<file path="src/rtl/sml_pkg.sv">
package sml_pkg;

  // Pattern window depth and text position counter width
  localparam int unsigned MAX_PATTERN   = 8;
  localparam int unsigned POSITION_BITS = 16;

  // Fixed field widths
  localparam int unsigned BYTE_W    = 8;
  localparam int unsigned PAT_W     = 64;
  localparam int unsigned LEN_W     = 4;
  localparam int unsigned OUT_POS_W = 16;
  localparam int unsigned COUNT_W   = 16;
  localparam int unsigned CFG_IDX_W = 2;

  // Derived widths
  localparam int unsigned FILL_W    = $clog2(MAX_PATTERN + 1);
  localparam int unsigned WIN_IDX_W = (MAX_PATTERN > 1) ? $clog2(MAX_PATTERN) : 1;
  localparam int unsigned BLOCK_W   = POSITION_BITS + 1;

  // Dropped byte value and saturation limits
  localparam logic [BYTE_W-1:0]        DROP_BYTE = 8'hC3;
  localparam logic [POSITION_BITS-1:0] POS_MAX   = '1;
  localparam logic [COUNT_W-1:0]       HITS_MAX  = '1;

  // Configuration register indexes
  localparam logic [CFG_IDX_W-1:0] CFG_PATTERN_BYTES  = 2'd0;
  localparam logic [CFG_IDX_W-1:0] CFG_PATTERN_LENGTH = 2'd1;

  typedef logic [MAX_PATTERN-1:0][BYTE_W-1:0] window_t;

endpackage

</file>
<file path="src/rtl/substring_match_locator_top.sv">
// Streaming substring locator. Text arrives one byte per input beat; every
// 0xC3 byte is dropped and the kept bytes are numbered from 1. A window of the
// most recent kept bytes is compared in parallel against the configured
// pattern (up to MAX_PATTERN bytes, first byte in the lowest octet, length 0
// disables matching, lengths above MAX_PATTERN act as MAX_PATTERN). Each match
// produces one result beat with its start and end positions; a match starting
// one position after the previous reported start is suppressed. The beat that
// carries last_byte always produces a result carrying the total match count,
// and then clears the per-text state. Throughput is one input beat per clock:
// a beat accepted into the input register passes one level of window compare
// logic and lands in the result register when it moves on. A beat that
// produces no result moves on even while a finished result waits on a
// stalled output; a result-bearing beat holds in the input register,
// stalling the input, until the waiting result is taken. Write
// configuration only while no beat is in flight.
module substring_match_locator_top (
  input  logic                         clk_i,
  input  logic                         rst_ni,
  // Configuration write port
  input  logic                         cfg_we_i,
  input  logic [sml_pkg::CFG_IDX_W-1:0] cfg_index_i,
  input  logic [sml_pkg::PAT_W-1:0]    cfg_data_i,
  // Input channel
  input  logic                         in_valid_i,
  output logic                         in_stall_o,
  input  logic [sml_pkg::BYTE_W-1:0]   text_byte_i,
  input  logic                         last_byte_i,
  // Result channel
  output logic                         out_valid_o,
  input  logic                         out_stall_i,
  output logic                         match_found_o,
  output logic [sml_pkg::OUT_POS_W-1:0] match_start_o,
  output logic [sml_pkg::OUT_POS_W-1:0] match_end_o,
  output logic                         end_of_text_o,
  output logic [sml_pkg::COUNT_W-1:0]  match_count_o
);
  import sml_pkg::*;

  // Configuration registers
  logic [PAT_W-1:0] pattern_bytes_q;
  logic [LEN_W-1:0] pattern_length_q;

  // Input stage
  logic              s1_valid_q;
  logic [BYTE_W-1:0] s1_byte_q;
  logic              s1_last_q;

  // Per-text state
  window_t                window_q, window_d;
  logic [FILL_W-1:0]      fill_q, fill_d;
  logic [POSITION_BITS-1:0] kept_q, kept_d;
  logic [BLOCK_W-1:0]     blocked_q, blocked_d;
  logic [COUNT_W-1:0]     hits_q, hits_d;

  // Result register
  logic                 out_valid_q;
  logic                 found_q;
  logic [OUT_POS_W-1:0] start_q;
  logic [OUT_POS_W-1:0] end_q;
  logic                 eot_q;
  logic [COUNT_W-1:0]   count_q;

  logic                     kept_byte;
  logic [LEN_W-1:0]         len_act;
  window_t                  win_new;
  logic [FILL_W-1:0]        fill_new;
  logic [POSITION_BITS-1:0] kept_new;
  logic                     win_match;
  logic [POSITION_BITS-1:0] match_pos;
  logic                     found;
  logic [COUNT_W-1:0]       hits_new;
  logic                     has_result;
  logic                     out_free;
  logic                     s1_fire;
  logic                     in_fire;

  // Configuration writes; indexes beyond the list are dropped
  always_ff @(posedge clk_i or negedge rst_ni) begin
    if (!rst_ni) begin
      pattern_bytes_q  <= '0;
      pattern_length_q <= '0;
    end else if (cfg_we_i) begin
      if (cfg_index_i == CFG_PATTERN_BYTES) begin
        pattern_bytes_q <= cfg_data_i;
      end else if (cfg_index_i == CFG_PATTERN_LENGTH) begin
        pattern_length_q <= cfg_data_i[LEN_W-1:0];
      end
    end
  end

  // Window compare for the beat held in the input stage
  always_comb begin
    kept_byte = (s1_byte_q != DROP_BYTE);
    len_act   = (pattern_length_q > LEN_W'(MAX_PATTERN)) ? LEN_W'(MAX_PATTERN)
                                                         : pattern_length_q;
    win_new   = {window_q[MAX_PATTERN-2:0], s1_byte_q};
    fill_new  = (fill_q < FILL_W'(MAX_PATTERN)) ? fill_q + FILL_W'(1) : fill_q;
    kept_new  = (kept_q < POS_MAX) ? kept_q + POSITION_BITS'(1) : kept_q;

    win_match = (len_act != '0) && (LEN_W'(fill_new) >= len_act) &&
                (kept_new >= POSITION_BITS'(len_act));
    for (int k = 0; k < MAX_PATTERN; k++) begin
      if (LEN_W'(k) < len_act) begin
        if (win_new[WIN_IDX_W'(len_act - LEN_W'(1) - LEN_W'(k))] !=
            pattern_bytes_q[BYTE_W*k +: BYTE_W]) begin
          win_match = 1'b0;
        end
      end
    end

    match_pos  = kept_new - POSITION_BITS'(len_act) + POSITION_BITS'(1);
    found      = kept_byte && win_match && ({1'b0, match_pos} != blocked_q);
    hits_new   = (found && hits_q < HITS_MAX) ? hits_q + COUNT_W'(1) : hits_q;
    has_result = found || s1_last_q;
  end

  // Handshake: the input stage advances unless its result must wait on a
  // stalled, occupied result register
  assign out_free   = !out_valid_q || !out_stall_i;
  assign s1_fire    = s1_valid_q && (!has_result || out_free);
  assign in_stall_o = s1_valid_q && !s1_fire;
  assign in_fire    = in_valid_i && !in_stall_o;

  // Next per-text state: advance on kept bytes, clear after the last beat
  always_comb begin
    window_d  = window_q;
    fill_d    = fill_q;
    kept_d    = kept_q;
    blocked_d = blocked_q;
    hits_d    = hits_q;
    if (s1_last_q) begin
      window_d  = '0;
      fill_d    = '0;
      kept_d    = '0;
      blocked_d = '0;
      hits_d    = '0;
    end else if (kept_byte) begin
      window_d = win_new;
      fill_d   = fill_new;
      kept_d   = kept_new;
      hits_d   = hits_new;
      if (found) begin
        blocked_d = {1'b0, match_pos} + BLOCK_W'(1);
      end
    end
  end

  always_ff @(posedge clk_i or negedge rst_ni) begin
    if (!rst_ni) begin
      window_q  <= '0;
      fill_q    <= '0;
      kept_q    <= '0;
      blocked_q <= '0;
      hits_q    <= '0;
    end else if (s1_fire) begin
      window_q  <= window_d;
      fill_q    <= fill_d;
      kept_q    <= kept_d;
      blocked_q <= blocked_d;
      hits_q    <= hits_d;
    end
  end

  // Input register: take a new beat whenever the held one moves on
  always_ff @(posedge clk_i or negedge rst_ni) begin
    if (!rst_ni) begin
      s1_valid_q <= 1'b0;
    end else if (!in_stall_o) begin
      s1_valid_q <= in_valid_i;
    end
  end

  always_ff @(posedge clk_i) begin
    if (in_fire) begin
      s1_byte_q <= text_byte_i;
      s1_last_q <= last_byte_i;
    end
  end

  // Result register: load on a result-bearing beat, drop once taken
  always_ff @(posedge clk_i or negedge rst_ni) begin
    if (!rst_ni) begin
      out_valid_q <= 1'b0;
    end else if (s1_fire && has_result) begin
      out_valid_q <= 1'b1;
    end else if (!out_stall_i) begin
      out_valid_q <= 1'b0;
    end
  end

  always_ff @(posedge clk_i) begin
    if (s1_fire && has_result) begin
      found_q <= found;
      start_q <= found ? OUT_POS_W'(match_pos) : '0;
      end_q   <= found ? OUT_POS_W'(kept_new) : '0;
      eot_q   <= s1_last_q;
      count_q <= kept_byte ? hits_new : hits_q;
    end
  end

  assign out_valid_o   = out_valid_q;
  assign match_found_o = found_q;
  assign match_start_o = start_q;
  assign match_end_o   = end_q;
  assign end_of_text_o = eot_q;
  assign match_count_o = count_q;

`ifndef ASSERT_OFF
  // A reported match never spans more than the window
  a_match_span: assert property (@(posedge clk_i) disable iff (!rst_ni)
    out_valid_o && match_found_o |->
      (OUT_POS_W'(match_end_o - match_start_o) < OUT_POS_W'(MAX_PATTERN)))
    else $error("match span exceeds window depth");

  // A result without a match carries zero positions
  a_nomatch_zero: assert property (@(posedge clk_i) disable iff (!rst_ni)
    out_valid_o && !match_found_o |-> (match_start_o == '0) && (match_end_o == '0))
    else $error("non-match result carries positions");

  // Upstream stall only arises from an occupied, blocked input stage
  a_stall_cause: assert property (@(posedge clk_i) disable iff (!rst_ni)
    in_stall_o |-> s1_valid_q && out_valid_q && out_stall_i)
    else $error("input stalled without a blocked result");
`endif

endmodule
</file>
<file path="config.mk">
export PLATFORM = sky130hd
export DESIGN_NAME = substring_match_locator_top
export DESIGN_NICKNAME = d
export VERILOG_FILES = /design/src/rtl/sml_pkg.sv /design/src/rtl/substring_match_locator_top.sv
export SDC_FILE = /design/constraint.sdc
export NUM_CORES = 1
export LEC_CHECK = 0
export ABC_AREA = 1
export BUFFER_PORTS_ARGS = -buffer_cell sky130_fd_sc_hd__clkbuf_2
export CAP_MARGIN = 20
export CORE_ASPECT_RATIO = 0.75
export CORE_UTILIZATION = 35
export CTS_BUF_LIST = sky130_fd_sc_hd__clkbuf_16
export CTS_CLUSTER_SIZE = 16
export DETAILED_ROUTE_END_ITERATION = 6
export GPL_ROUTABILITY_DRIVEN = 0
export SKIP_LAST_GASP = 1
export SYNTH_ARGS = -nofsm -noshare
export SYNTH_HDL_FRONTEND = slang
export SYNTH_SLANG_ARGS = --single-unit
</file>
<file path="constraint.sdc">
create_clock -name clk_i -period 11.5 [get_ports clk_i]
set_clock_uncertainty 0.15 [all_clocks]
set_input_delay 1.15 -clock clk_i [delete_from_list [all_inputs] [get_ports clk_i]]
set_output_delay 1.15 -clock clk_i [all_outputs]
set_load 0.01 [all_outputs]
</file>
==> results.toml, run 1 <==
[critical_path]
crit_fanout = 99
rr_worst_depth = 20
reg2reg_slack_ns = 4.34
cp.required_ns = 10.20
crit_path_start = "pattern_length_q[0]"
cp.arrival_ns = 6.48
r2r-end = "match_end_o[7]"
crit_end = "in_stall_o"
endpoint_kind = "output pin"
startpoint_type = "flop"
crit_type = "reg2out"
r2r-start = "pattern_length_q[0]"

[clock_network]
cts_hold_buf = 0
cts_htree_levels = 1
cts-resized-gates = 0
cts.sink_count = 238
cts_tree = "done"
path_clk_slew_ns = 0.07
root_buffer = "clkbuf_16"
cts_buffers = 27
postCtsSetupBuffers = 0
clk_path_buf_depth = 3
insertion_delay_ns = 0.55

[grt]
grt_max_degree = 100
global_route.usage.met2_pct = 30.7
gr-usage-met1_pct = 31.6
grt-ovfl-total = 0
grt_pass1_wl_mm = 78.3
grt_usage_pct = 21.1
met3_usage_pct = 5.13
grt.busiest_layer = "met1"
antenna_found_initial = 0
grt_pass1_vias = 14248

[sta]
rsz0062_at_grt = "false"
timing.final.crit_share_pct = 67.6
setup_viol = 0
slew_viol_final = 0
fin_tns_setup_ns = 0
slew_headroom_pct = 27.8
hold_viol_final = 0
whs_ns = 0.348
max_freq_mhz = 129
worst_slew_pin_slew_ns = 1.07
setup_slack_ns = 3.72
finalCriticalPeriod_ns = 7.78

[yosys]
synthCells = 2302
yosysTopAreaCellShare_pct = 28.1
synth.distinct_cells = 41
ys_seq_elements = 238
synth_common_cells = "nand2_1, nand3_1, inv_1"
synthMuxAreaShare_pct = 2.26
yosys_warnings = 0
synth_area_per_cell_um2 = 6.93
yosysSeqAreaShare_pct = 39.2
synth_edf_count = 59
yosysTopAreaCell = "dfrtp_1"
synth_simple_gate_area_share_pct = 38.3
syn_nets = 2422
synthAdderAreaFrac_pct = 3.23
async_flop_share_pct = 75.2
yosysMostFrequentCell = "nand2_1"
synth_top_family_by_area = "simple AND/OR/NAND/NOR gates"
synth_xor_area_share_pct = 1.54
yosys-top-cells-area = "dfrtp_1, nand2_1, edfxtp_1"
syn_area_um2 = 15900
synth-main-ff-cell = "dfrtp_1"
synth_compound_area_share_pct = 6.66

[run_status]
status = "completed"

[power]
ir_worst_vdd_v = 0.000119
p_per_area_nw_per_um2 = 172
p_leak_nw = 8.94

[placed_design]
hpwl_mm = 37.2
port_buffers = 131
placed_cells = 2939
pre_cts_ws_ns = 4.04

[floorplanning]
initial_utilization_pct = 35.6
coreArea_um2 = 44800
dieArea_um2 = 46400
die_h_um = 187
rows = 67
fp.dieW_um = 248
ios = 132

[detailed_routing]
antenna_left = 0
drt_iter0_drc = 1385
post-route-drc-count = 0
vias = 15307
drt_pre_antenna_iters = 6
wl_mm = 49.2
avgRoutedWirePerCell_um = 16.4
viasPerCell = 5.12

[hold_path]
worstHoldPathType = "reg2reg"
hold_depth = 2

[job]
cap_viol_max_count = 0

[final_layout]
multiInputGateArea_um2 = 8310
diodes = 0
seq_area_um2 = 6250
fill_cells = 4718
layout-drive-gt1-share_pct = 10.4
syn_to_final_growth_pct = 11.5
nNetsFinal = 2504
finalNonFillerCells = 2990
## per-stage QoR
| step | instance area (um^2) | util (%) | power, W |
|---|---|---|---|
| CTS | 17700 | 39.5 | 0.00306 |
| finish | 17800 | 39.6 | 0.00306 |
| floorplan | 15900 | - | 0.00191 |
| global placement | 16900 | 37.7 | 0.00218 |
| detailed placement | 16900 | 37.7 | 0.00221 |
| global route | 17800 | 39.6 | 0.00328 |
## state kept, by name, indices dropped and copies added (netlist names), 4 cells and up
| register | flops |
|---|---|
| kept_q | 16 |
| fill_q | 4 |
| s1_byte_q | 8 |
| match_count_o | 16 |
| pattern_bytes_q | 64 |
| blocked_q | 17 |
| win_new | 56 |
| match_end_o | 16 |
| match_start_o | 16 |
| pattern_length_q | 4 |
| hits_q | 16 |
## final cells by class
| type | instances | share of cell area (%) |
|---|---|---|
| flip-flops and latches | 238 | 35.2 |
| inverters | 231 | 4.91 |
| well taps | 586 | 4.12 |
| clock inverters | 22 | 0.908 |
| clock buffers | 27 | 3.80 |
| repair buffers | 143 | 4.37 |
| multi-input cells | 1743 | 46.7 |
## cell families after synthesis
logic type | after synthesis
XOR/XNOR | 24
AO/OA/AOI/OAI | 206
AND/OR/NAND/NOR | 1441
buffers and inverters | 321
flip-flops | 238
adder cells (fa/ha/maj) | 40
multiplexers | 32
## cells in the final DEF (no fill, tap or decap), types with 3 or more instances in the layout
master     synthesis  layout
nand3_1          265     265
o21ai_0           62      62
nor4_1             4       4
a21oi_1           42      41
ha_1              38      38
clkinv_1           1       5
xnor2_1            6       6
or2_2              6       6
clkinv_2           0       7
mux2_2            32      32
clkbuf_2           0     130
dfrtp_1          179     179
buf_4              9      10
nor3_1            20      20
clkbuf_16          0      27
nand2_1          921     920
nand3b_1          42      42
edfxtp_1          59      59
nand2_2            5       5
nand2_4            6       7
nor2_4             3       3
inv_1            225     229
nor2_1           140     140
xor2_1            15      15
nand3_2            3       3
inv_2              3       4
o21ai_1           93      93
nand4_1           25      25
## worst min-delay path by stage
stage / start / end / slack (ns)
final: win_new[62] / win_new[62] / 0.35
after global routing: blocked_q[15] / blocked_q[15] / 0.37
after CTS: win_new[62] / win_new[62] / 0.35
after detailed placement: win_new[62] / win_new[62] / 0.33
after global placement: blocked_q[15] / blocked_q[15] / 0.33
after floorplan: s1_last_q / end_of_text_o / 0.27
## report_power, final
part	switching (W)	leakage, nW	internal, W
Combinational	0.000793	5.67	0.000378
Clock	0.000365	0.430	0.000471
Sequential	0.0000906	2.85	0.000958
## worst max-delay path, stage by stage, from the launching register on
cell      delay, ns
dfrtp_1        0.77
nand2_4        0.64
ha_1           0.54
buf_4          0.35
clkinv_1       0.84
nand3_1        0.46
nand2_4        0.18
nand2_1        0.13
nand3b_1       0.08
nand2_1        0.07
nand3_1        0.08
nor2_1         0.12
nand2_1        0.11
nor2_2         0.14
nand3_1        0.15
a21oi_4        0.26
nand2_4        0.31
nand2_4        0.17
nand2_4        0.08
nor2_1         0.22
clkbuf_2       0.18
## layer usage
metal	vias up	share of wire [%]
li1	7554	-
met1	7155	48
met2	535	41
met3	63	9.1
met4	0	1.9
met5	-	0
(Power assumes the default switching activity.)
==> run 2: changes to the inputs <==
Clock period 11.5 ns to 6.34 ns, I/O delays scaled along.
==> run 2 against run 1 <==
Compared with the run above:
- via count hardly changed
- cell area increased by 1.6%
- die area did not move
- cell count rose by 0.57%
- total power increased by 89%
- first-iteration DRC count is 18% higher
- global-route usage is 0.29 points lower
- clock power rose by 110%
- critical path type unchanged
- setup slack got worse by 3.3 ns
==> results.toml, run 2 (synthesis gave the netlist of run 1 again) <==
[run_status]
status = "completed"

[clock_network]
cts.sink_count = 238
cts_tree = "done"
cts_htree_levels = 1
insertion_delay_ns = 0.57
root_buffer = "clkbuf_16"
cts_buffers = 29
path_clk_slew_ns = 0.05
clk_path_buf_depth = 3

[final_layout]
largest_register_ffs = 64
regMostFlops = "pattern_bytes_q"
layout-drive-gt1-share_pct = 11.1
layout_common_cells = "nand2_1, nand3_1, inv_1, dfrtp_1, nor2_1"
syn_to_final_growth_pct = 13.3
nNetsFinal = 2519
final_common_cell = "nand2_1"
diodes = 0
finalNonFillerCells = 3007

[grt]
grt_pass1_wl_mm = 77.8
antenna_found_initial = 1
grt_usage_pct = 20.8
grt_pass1_vias = 14043
grt_max_degree = 130
grt-ovfl-total = 0

[critical_path]
cp.arrival_ns = 5.18
endpoint_kind = "output pin"
cp_top_family = "simple AND/OR/NAND/NOR gates"
startpoint_type = "flop"
cpPeakStageDelay_ns = 0.43
crit_fanout = 6
path_common_cell = "nand2_1"
crit_type = "reg2out"
critPathBufInv = 4
cp.required_ns = 5.56
crit_slowest_cell = "xor2_1"

[sta]
timing.final.crit_share_pct = 94.1
max_freq_mhz = 168
finalCriticalPeriod_ns = 5.97
hold_viol_final = 0
setup_viol = 0
worst_slew_pin_slew_ns = 1.07
slew_viol_final = 0
setup_slack_ns = 0.374
slew_headroom_pct = 28.0

[placed_design]
port_buffers = 131
pre_cts_ws_ns = 0.548
hpwl_mm = 36.0
placed_cells = 2951

[detailed_routing]
avgRoutedWirePerCell_um = 16.2
drt_iter0_drc = 1631
drt_pre_antenna_iters = 6
viasPerCell = 5.09
wl_mm = 48.6
post-route-drc-count = 0
vias = 15299
antenna_left = 0

[power]
p_seq_share_pct = 32.7
p_per_area_nw_per_um2 = 319
combinationalPowerShare_pct = 37.5
p_clk_share_pct = 29.8
switchingPower_w = 0.00229
p_int_w = 0.00348
ir_worst_vdd_v = 0.000189
switching_share_pct = 39.7
p_leak_nw = 9.09

[floorplanning]
dieArea_um2 = 46400
fp.dieW_um = 248
rows = 67
initial_utilization_pct = 35.6
ios = 132
die_h_um = 187
coreArea_um2 = 44800

[hold_path]
worstHoldPathType = "in2reg"

[job]
cap_viol_max_count = 0
## run 2: path summary, 6_finish.rpt
kind	startpoint	to	slack, ns	cells past startpoint
max	kept_q[0]	in_stall_o	0.37	26
min	text_byte_i[5]	s1_byte_q[5]	0.1	1
max reg2reg	kept_q[0]	kept_q[8]	0.64	28
min reg2reg	kept_q[5]	kept_q[5]	0.34	2
max in group asynchronous	rst_ni	kept_q[8]	4.47	3
min in group asynchronous	rst_ni	pattern_bytes_q[43]	0.45	2
## run 2: worst register-to-register path, delay by kind of cell, from the launching register on
family / cells / cell delay, ns
AOI/OAI and AO/OA: 1 / 0.12
xor gates and xnor gates: 1 / 0.43
adders and majority gates: 2 / 0.70
buffers and inverters: 4 / 0.98
DFF: 1 / 0.41
and+or+nand+nor: 20 / 2.83
## run 2: timing repair
| item | 4_1_cts | 5_1_grt |
|---|---|---|
| hold endpoints to repair | 50 | 0 |
| hold buffers | 1 | 0 |
| buffers inserted | 0 | 1 |
| resized for setup | 0 | 7 |
| setup endpoints to repair | 0 | 15 |
## run 2: power by group through the flow
stage	clock network, W	logic [W]	registers (W)
finish	0.00172	0.00217	0.00189
global route	0.00181	0.00247	0.00191
CTS	0.00176	0.00213	0.00188
detailed placement	0	0.00212	0.00191
global placement	0	0.00208	0.00191
floorplan	0	0.00161	0.00186
## run 2: cell type report
type,count,area (um^2)
Inverter,231,872
Clock inverter,24,250
Tap cell,586,733
Fill cell,4635,26800
Multi-Input combinational cell,1743,8350
Sequential cell,238,6250
Timing Repair Buffer,156,890
Clock buffer,29,726
## run 2: per-layer routing
metal | part of all wire (%) | up-vias | track usage [%]
met5 | 0 | - | 0
met3 | 7.8 | 56 | 3.70
met1 | 50 | 7165 | 32.1
li1 | - | 7574 | -
met4 | 1.9 | 0 | 4.47
met2 | 41 | 504 | 30.0
## run 2: through the flow
stage               utilization (%)  setup TNS (ns)  hold slack, ns  total power [W]  instance area (um^2)
floorplan                         -               0           0.188          0.00347                 15900
global placement               37.9               0           0.321          0.00398                 17000
detailed placement             37.9               0           0.331          0.00402                 17000
CTS                            40.1               0          0.0784          0.00577                 18000
global route                   40.3        -0.00480          0.0840          0.00619                 18100
finish                         40.3               0          0.0975          0.00577                 18100
==> run 3: changes to the inputs <==
Settings changed: CORE_UTILIZATION 35 to 55, PLACE_DENSITY set to 0.77, SLEW_MARGIN set to 20.
==> run 3 against run 2 <==
Compared with the run above:
- cell count down 7.1%
- cell area down 2.7%
- combinational power about the same
- largest power group unchanged
- via count up 1.9%
- wire length down 5.6%
- sequential power about the same
- the flow now finishes with violations (negative hold slack)
- global-route usage up 10 points
- hold slack worse by 0.13 ns
- critical path depth down 3
==> results.toml, run 3 (synthesis gave the netlist of run 1 again) <==
[placed_design]
dpl_cell_area_um2 = 16700
hpwl_mm = 33.7
port_buffers = 131
pre_cts_ws_ns = 0.540

[floorplanning]
initial_utilization_pct = 56.5
rows = 53
ios = 132
coreArea_um2 = 28200
dieArea_um2 = 29700
die_h_um = 149
fp.dieW_um = 199

[clock_network]
cts_buffers = 25
clk_path_buf_depth = 3
cts_htree_levels = 1
cts.sink_count = 238
path_clk_slew_ns = 0.06
insertion_delay_ns = 0.55
root_buffer = "clkbuf_16"
cts_tree = "done"

[final_layout]
layout-drive-gt1-share_pct = 11.2
largest_register_ffs = 64
layout_common_cells = "nand2_1, nand3_1, inv_1, dfrtp_1, nor2_1"
seq_area_um2 = 6250
syn_to_final_growth_pct = 10.3
nNetsFinal = 2511
regMostFlops = "pattern_bytes_q"
diodes = 0
final_area_um2 = 17600
multiInputGateArea_um2 = 8360
fill_cells = 2611
final_common_cell = "nand2_1"
final_util_pct = 62.3

[grt]
grt_usage_pct = 30.8
grt_pass1_wl_mm = 71.4
grt-ovfl-total = 0
grt_pass1_vias = 13563
grt_max_degree = 97
antenna_found_initial = 1

[critical_path]
endpoint_kind = "output pin"
cp.required_ns = 5.56
startpoint_type = "flop"
rr_worst_depth = 26
r2r-start = "pattern_length_q[3]"
crit_path_start = "pattern_length_q[3]"
crit_type = "reg2out"
crit_fanout = 47
cp.arrival_ns = 5.31

[power]
p_per_area_nw_per_um2 = 314
p_leak_nw = 8.96
ir_worst_vdd_v = 0.000180

[sta]
whs_ns = -0.0338
setup_viol = 0
timing.final.crit_share_pct = 96.1
finalCriticalPeriod_ns = 6.10
max_freq_mhz = 164
worst_slew_pin_slew_ns = 1.03
hold_viol_final = 6
slew_viol_final = 0
slew_headroom_pct = 30.5
setup_slack_ns = 0.244

[hold_path]
worstHoldPathType = "in2async"

[job]
cap_viol_max_count = 0

[detailed_routing]
wl_mm = 45.9
drt_iter0_drc = 1749
drt_pre_antenna_iters = 6
vias = 15584
avgRoutedWirePerCell_um = 16.4
antenna_left = 0
viasPerCell = 5.58
post-route-drc-count = 0

[run_status]
violations = "negative hold slack"
status = "finished with violations"
[run 3: cell count changes in the layout (fill, tap and decap cells not counted), moves of 2 or more]
cell       previous run  this run
clkinv_2              2         9
inv_1               232       226
clkbuf_16            29        25
bufinv_16             5         2
clkinv_1              5         2
buf_12                3         1
nand3_1             265       263
nand3_2               3         5
[run 3: path summary, 6_finish.rpt]
path                                 to  slack [ns]
setup reg to reg              fill_q[0]        0.47
min in group clk_i         s1_byte_q[6]        0.12
hold / removal                hits_q[7]       -0.03
hold reg to reg               kept_q[5]        0.35
setup / recovery             in_stall_o        0.24
max in group asynchronous  blocked_q[0]        4.59
[run 3: where the power goes]
part | internal [W] | switching, W
clock network | 0.000804 | 0.000645
logic | 0.000703 | 0.00149
registers | 0.00174 | 0.000148
total | 0.00324 | 0.00228
[run 3: what timing repair did]
item,4_1_cts,5_1_grt
endpoints found under the hold margin,0,0
resized for setup,0,11
hold buffers,0,0
buffers inserted,0,4
endpoints found under the setup margin,0,65
[run 3: area by class of cell]
class                           instances  share of cell area (%)
Multi-Input combinational cell       1743                    47.6
Tap cell                              385                    2.74
Inverter                              231                    4.96
Sequential cell                       238                    35.5
Clock buffer                           25                    3.56
Clock inverter                         20                   0.925
Timing Repair Buffer                  152                    4.73
[run 3: metrics by stage]
stage / TNS (ns) / hold slack [ns] / power (W) / instances
2_1_floorplan: 0 / 0.188 / 0.00347 / 2302
3_3_place_gp: 0 / 0.325 / 0.00395 / 2745
3_5_place_dp: 0 / 0.333 / 0.00402 / 2745
4_1_cts: 0 / 0.0150 / 0.00547 / 2790
5_1_grt: -0.0374 / 0.0451 / 0.00587 / 2794
6_report: 0 / -0.0338 / 0.00552 / 2794
[run 3: worst max-delay path: stages (launching register included)]
cell,delay (ns)
dfrtp_1,0.58
inv_4,0.37
nand2_4,0.35
ha_1,0.43
clkinv_1,0.51
buf_4,0.42
nand3_1,0.12
nand2_1,0.07
nand2_1,0.12
nand2_1,0.06
nand2_1,0.06
nand2_1,0.05
nor2_1,0.08
nand3_1,0.08
nor2_1,0.34
nand2_1,0.11
inv_1,0.06
nand4_1,0.15
a21oi_4,0.23
nand2_4,0.08
nand2_4,0.08
nand2_4,0.09
nor2_2,0.15
clkbuf_2,0.16
[run 3: routing by layer]
layer	wire, um	global-route usage, %
met5	13	0
met4	1290	9.12
met3	5760	8.99
met2	18300	41.2
met1	20600	47.2
